$ cat src/rtl/core/ddsd_div2.sv
// Two-lane pipelined restoring divider, one quotient bit per stage.
module ddsd_div2 #(
  parameter int unsigned N  = 32,
  parameter int unsigned D  = 16,
  parameter int unsigned SW = 2
) (
  input  logic                clk_i,
  input  logic                rst_ni,
  input  logic                en_i,
  input  logic                valid_i,
  input  logic [1:0][N-1:0]   dvd_i,
  input  logic [D-1:0]        dvs_i,
  input  logic [SW-1:0]       side_i,
  output logic                valid_o,
  output logic [1:0][N-1:0]   quo_o,
  output logic [SW-1:0]       side_o
);

  logic [1:0][D-1:0] rem_q [N];
  logic [1:0][D-1:0] rem_n [N];
  logic [1:0][N-1:0] nq_q  [N+1];
  logic [1:0][N-1:0] nq_n  [N];
  logic [1:0][D:0]   t_s   [N];
  logic [1:0]        ge_s  [N];
  logic [SW-1:0]     side_q [N+1];
  logic [N:0]        vld_q;

  // nq holds the unused dividend bits on top and the quotient bits below
  always_comb begin
    for (int k = 0; k < N; k++) begin
      for (int l = 0; l < 2; l++) begin
        t_s[k][l]   = {rem_q[k][l], nq_q[k][l][N-1]};
        ge_s[k][l]  = (t_s[k][l] >= {1'b0, dvs_i});
        rem_n[k][l] = ge_s[k][l] ? D'(t_s[k][l] - {1'b0, dvs_i}) : t_s[k][l][D-1:0];
        nq_n[k][l]  = {nq_q[k][l][N-2:0], ge_s[k][l]};
      end
    end
  end

  always_ff @(posedge clk_i or negedge rst_ni) begin
    if (!rst_ni) begin
      vld_q <= '0;
    end else if (en_i) begin
      vld_q <= {vld_q[N-1:0], valid_i};
    end
  end

  always_ff @(posedge clk_i) begin
    if (en_i) begin
      rem_q[0]  <= '0;
      nq_q[0]   <= dvd_i;
      side_q[0] <= side_i;
      for (int k = 1; k < N; k++) begin
        rem_q[k] <= rem_n[k-1];
      end
      for (int k = 1; k <= N; k++) begin
        nq_q[k]   <= nq_n[k-1];
        side_q[k] <= side_q[k-1];
      end
    end
  end

  assign valid_o = vld_q[N];
  assign quo_o   = nq_q[N];
  assign side_o  = side_q[N];

endmodule

$ cat config.mk
export PLATFORM = sky130hd
export DESIGN_NAME = ddsd_div2
export DESIGN_NICKNAME = d
export VERILOG_FILES = /design/src/rtl/core/ddsd_div2.sv
export SDC_FILE = /design/constraint.sdc
export NUM_CORES = 2
export LEC_CHECK = 0
export BUFFER_PORTS_ARGS = -buffer_cell sky130_fd_sc_hd__buf_2
export CORE_AREA = 5 5 719 721
export DETAILED_ROUTE_END_ITERATION = 8
export DIE_AREA = 0 0 724 726
export GPL_TIMING_DRIVEN = 0
export PLACE_DENSITY = 0.5
export SKIP_CTS_REPAIR_TIMING = 1
export SYNTH_ARGS = -nofsm -noshare
export SYNTH_HDL_FRONTEND = slang
export SYNTH_SLANG_ARGS = --single-unit
$ cat constraint.sdc
create_clock -name clk_i -period 6.3 [get_ports clk_i]
set_input_delay 0.315 -clock clk_i [delete_from_list [all_inputs] [get_ports clk_i]]
set_output_delay 0.315 -clock clk_i [all_outputs]
set_load 0.02 [all_outputs]
After elaboration in Yosys (flattened, before gate mapping) --
Memories as Yosys holds them, arrays and structs flattened. Cells that the tools add are included.
Storage, ports and cells: bits in latches 0, input bits 86, memories 3, bits in registers 33, memory bits (writable) 3202, output and inout port bits 67, memory bits (read-only) 0
Operators by class: $mul 0, equality and inequality tests 0, $lt $le $gt $ge 64, multiplexer cells 64, add/sub/neg operators 62, bitwise operators 0, shift operators 0, divide/modulo/power cells 0, reduce and logical (&&, ||, !) cells 0
Memories:
- nq_q | depth 33, width 64, read ports 33, clocked after memory_dff 0, wr ports 33, RTL line 21 | logic [1:0][N-1:0] nq_q [N+1];
- rem_q | depth 32, width 32, read ports 32, clocked after memory_dff 0, wr ports 32, RTL line 19 | logic [1:0][D-1:0] rem_q [N];
- side_q | depth 33, width 2, read ports 33, clocked after memory_dff 0, wr ports 33, RTL line 25 | logic [SW-1:0] side_q [N+1];
Operators with widths (number):
- 17-bit by 16-bit >= comparator with 1-bit output | 64
- 16-bit two-way mux | 62
- 16-bit subtractor | 62
- 1-bit two-way mux | 2

Longest topological paths before layout --
word-level depth 2, mapped depth 12, mapped depth without buffers 11

Worst setup path before layout --
Ideal clock, no wire load.
path kind input -> register, from input dvs_i[1], to memory rem_q[1][120] in the netlist's numbering, data pin, cell stages on the path 11, library setup time 260 ps, buffers on the path 1, required time 6040 ps, arrival 3939 ps, path slack 2101 ps, cells stage by stage inv_1 > ha_1 > nor2b_1 > o31ai_1 > a21oi_1 > o41ai_2 > o21ai_1 > a31o_2 > a41oi_4 > buf_6 > mux2_2
RTL lines:
- from (decl) | RTL line 12 | input logic [D-1:0] dvs_i,
- to (decl) | RTL line 19

==> Flow_metrics.wiki <==
{| class="wikitable"
! Metric !! Value
|-
| Floorplan die area || 526000 um^2
|-
| Hold Vio Cnt, Final || 0
|-
| Final Skew || 0.0536 ns
|-
| Switching share of power || 0.335
|-
| Horiz. Die Dim || 724 um
|-
| Post-layout minimum cycle time || 4.04 ns
|-
| Gate count after technology mapping || 11127
|-
| Pre-Repair DR Iteration Count || 6
|-
| Yosys reg bits || 3203
|-
| Async set-reset flop share out of synthesis || 0.0103
|-
| Global-route usage over all layers || 0.117
|-
| Arrival time at the worst endpoint || 4.60 ns
|-
| Root cell of the clock tree || sky130_fd_sc_hd__clkbuf_16
|-
| Post-synthesis sequential area ratio || 0.630
|-
| Worst vdd ir || 234 uV
|-
| Unrepaired setup endpoints after global routing || no
|-
| Critical-path cell with the highest stage delay || sky130_fd_sc_hd__buf_16
|-
| Delay of the slowest critical-path stage || 0.61 ns
|-
| Instance area at placement || 163000 um^2
|-
| Htree depth || 5
|-
| Worst setup EP type || register
|-
| Critical path buffers and inverters || 6
|-
| Worst rel slew slack || 0.310
|-
| Quantity of I/O buffers inserted on ports || 152
|-
| Initial drt markers || 5755
|-
| Final Instance Area || 176000 um^2
|-
| Period utilisation layout || 0.642
|-
| Count of filler cells inserted in the layout || 49735
|-
| Post-DR wirelength/cell || 17.0 um
|-
| Chip height || 726 um
|-
| Area of the core || 511000 um^2
|-
| Gp weighted congestion || 0.800
|-
| Predominant post-synthesis flop cell || sky130_fd_sc_hd__edfxtp_1
|-
| Number of synthesized flops with an enable pin || 3170
|-
| Share of cells above drive strength 1 || 0.121
|-
| Vias in the first global route || 88568
|-
| Count of unresolved DRC violations after routing || 0
|-
| Internal Pwr Total || 0.0570 W
|-
| Leakage power of the design || 64.9 nW
|-
| Post-Synthesis Net Count || 12269
|-
| Routed vias || 89418
|-
| Clock share of power || 0.253
|-
| Maximum number of pins on one net before global-route repair || 175
|-
| Initial Util || 0.299
|-
| Final-stage net count || 12951
|-
| Worst hold path type || in -> reg
|-
| Sequential fraction of design power || 0.375
|-
| Initial antenna violation count || 11
|-
| Status || finished, final reports clean
|-
| Average vias per placed instance || 4.74
|-
| Post-synthesis instance area || 152000 um^2
|-
| Number of cells in the finished layout apart from fillers || 18884
|-
| Global-route wire length before repair || 498 mm
|-
| Clock-pin slew reported for the worst setup and hold paths after clock tree synthesis || 0.05 ns
|-
| Category of the critical setup timing path || in -> reg
|-
| Grt ovf || 0
|-
| Startpoint kind of the worst setup timing path || primary input
|-
| Total setup violations reported at the end of the flow || 0
|-
| Combinational power share || 0.372
|-
| Clock buffer depth || 4
|-
| Commonest non-fill, non-tap cell in the layout || sky130_fd_sc_hd__edfxtp_1
|-
| Max Clk Rate || 247 MHz
|-
| Post-Synthesis Mean Instance Area || 13.7 um^2
|-
| Area taken by multi-input logic gates || 53800 um^2
|-
| Std-Cell Rows || 263
|-
| Final-report max-slew violation count || 0
|-
| Worst skew pair latency || 0.98 ns
|-
| Top-Level Pins || 153
|-
| Data required time of the worst path || 6.86 ns
|-
| Number of buffers created by CTS || 382
|-
| Yosys synthesis warning count || 0
|-
| Least-Margin Pin Slew || 1.03 ns
|-
| Max-Cap Viols || 0
|-
| Largest fanout on the critical path || 174
|-
| Commonest non-fill, non-tap cells in the layout || sky130_fd_sc_hd__edfxtp_1, sky130_fd_sc_hd__ha_1, sky130_fd_sc_hd__nor2_1
|-
| Synth-to-layout area growth || 15.6%
|-
| Sum of routed wire length over all layers || 320 mm
|-
| Placed cells || 18078
|-
| Critical Path Most Common Cell || sky130_fd_sc_hd__buf_16
|-
| Routed Antenna Nets || 0
|-
| Synth cell types || 94
|-
| HPWL after detailed placement || 207 mm
|-
| Switch Pwr || 0.0287 W
|-
| Pwr Density || 486 nW/um^2
|-
| Final setup TNS || 0 ns
|-
| Critical Path, Cell by Cell || dlygate4sd3_1 > buf_12 > buf_16 > buf_16 > buf_16 > buf_16
|-
| Clk sinks || 3203
|-
| Storage cell area || 96000 um^2
|-
| CTS tree || done
|-
| Crit-path leading delay family || buffers and inverters
|}
[Yosys cell counts (56+ instances only)]
cell	instances	area share
sky130_fd_sc_hd__a21oi_1	675	0.022
sky130_fd_sc_hd__inv_1	392	0.0096
sky130_fd_sc_hd__a211oi_1	86	0.0042
sky130_fd_sc_hd__and3_1	56	0.0023
sky130_fd_sc_hd__nand3_1	181	0.0059
sky130_fd_sc_hd__a31oi_1	98	0.0040
sky130_fd_sc_hd__o31a_1	73	0.0042
sky130_fd_sc_hd__nor2_1	747	0.018
sky130_fd_sc_hd__nand2_1	633	0.016
sky130_fd_sc_hd__buf_4	67	0.0033
sky130_fd_sc_hd__nor4_1	66	0.0027
sky130_fd_sc_hd__edfxtp_1	3170	0.62
sky130_fd_sc_hd__xor2_1	238	0.014
sky130_fd_sc_hd__mux2i_1	81	0.0053
sky130_fd_sc_hd__o21bai_1	65	0.0032
sky130_fd_sc_hd__o31ai_1	87	0.0043
sky130_fd_sc_hd__fa_1	60	0.0079
sky130_fd_sc_hd__xnor2_1	380	0.022
sky130_fd_sc_hd__nand4_1	141	0.0058
sky130_fd_sc_hd__o21a_1	187	0.0092
sky130_fd_sc_hd__or3_1	89	0.0037
sky130_fd_sc_hd__nand2b_1	113	0.0046
sky130_fd_sc_hd__ha_1	996	0.082
sky130_fd_sc_hd__a21o_1	224	0.011
sky130_fd_sc_hd__clkbuf_1	109	0.0027
sky130_fd_sc_hd__nor2b_1	155	0.0064
sky130_fd_sc_hd__o21ai_0	611	0.020
sky130_fd_sc_hd__mux2_2	458	0.034
sky130_fd_sc_hd__nor3_1	226	0.0074
[cell families (layout without fill, tap and decap cells)]
kind of cell / Yosys count / in the layout / synth area share
compound gates: 2508 / 2508 / 0.106
fa+ha+maj: 1056 / 1056 / 0.0896
flops: 3203 / 3203 / 0.630
simple gates: 2577 / 2577 / 0.0810
xor+xnor: 618 / 618 / 0.0355
other cells: 0 / 5 / 0
buf+inv: 613 / 1608 / 0.0174
mux: 552 / 552 / 0.0404
[state kept, by name (all words and copies together), names as in the netlist]
register,count
nq_q,2112
rem_q,992
side_q,66
vld_q,33
[layer usage]
metal  track usage  vias to the layer above  wire length [um]
met4        0.0331                        0              8950
met3        0.0200                      552             13900
met5             0                        -                 0
met1         0.160                    43201            150000
li1              -                    44264                 -
met2         0.192                     1401            148000
[power groups by stage]
stage | clock network (W) | logic (W) | registers [W]
global route | 0.0236 | 0.0357 | 0.0326
global placement | 0 | 0.0314 | 0.0349
floorplan | 0 | 0.0247 | 0.0315
detailed placement | 0 | 0.0317 | 0.0326
finish | 0.0217 | 0.0319 | 0.0322
CTS | 0.0227 | 0.0319 | 0.0322
[area by class of cell]
class                   count  share of cell area
clock buffers             460              0.0564
flip-flops and latches   3203               0.545
clock inverters           237              0.0132
diodes                      5           0.0000710
multi-input cells        7311               0.305
well taps                6757              0.0480
inverters                 394             0.00881
plain buffers             219             0.00668
repair buffers            298              0.0170
[worst paths after layout]
| path | slack, ns | cells after the start | startpoint | endpoint |
|---|---|---|---|---|
| hold reg to reg | 0.38 | 0 | nq_q[0][643] | nq_q[0][708] |
| hold / removal | 0.06 | 2 | dvd_i[20] | nq_q[0][20] |
| max in group asynchronous | 5.70 | 4 | rst_ni | vld_q[25] |
| setup / recovery | 2.26 | 6 | en_i | nq_q[0][302] |
| setup reg to reg | 2.45 | 10 | rem_q[1][427] | rem_q[1][453] |
| min in group asynchronous | 0.43 | 4 | rst_ni | vld_q[29] |
[metrics by stage]
| stage | utilization | setup slack [ns] | total power (W) | hold slack [ns] |
|---|---|---|---|---|
| finish | 0.345 | 2.26 | 0.0857 | 0.0592 |
| floorplan | - | 2.10 | 0.0563 | 0.0194 |
| CTS | 0.343 | 2.50 | 0.0869 | -0.676 |
| global route | 0.345 | 2.09 | 0.0919 | -0.000584 |
| detailed placement | 0.319 | 1.60 | 0.0643 | 0.405 |
| global placement | 0.317 | -50.96 | 0.0663 | 0.400 |
Note: power is estimated with default switching activity, not from simulation.
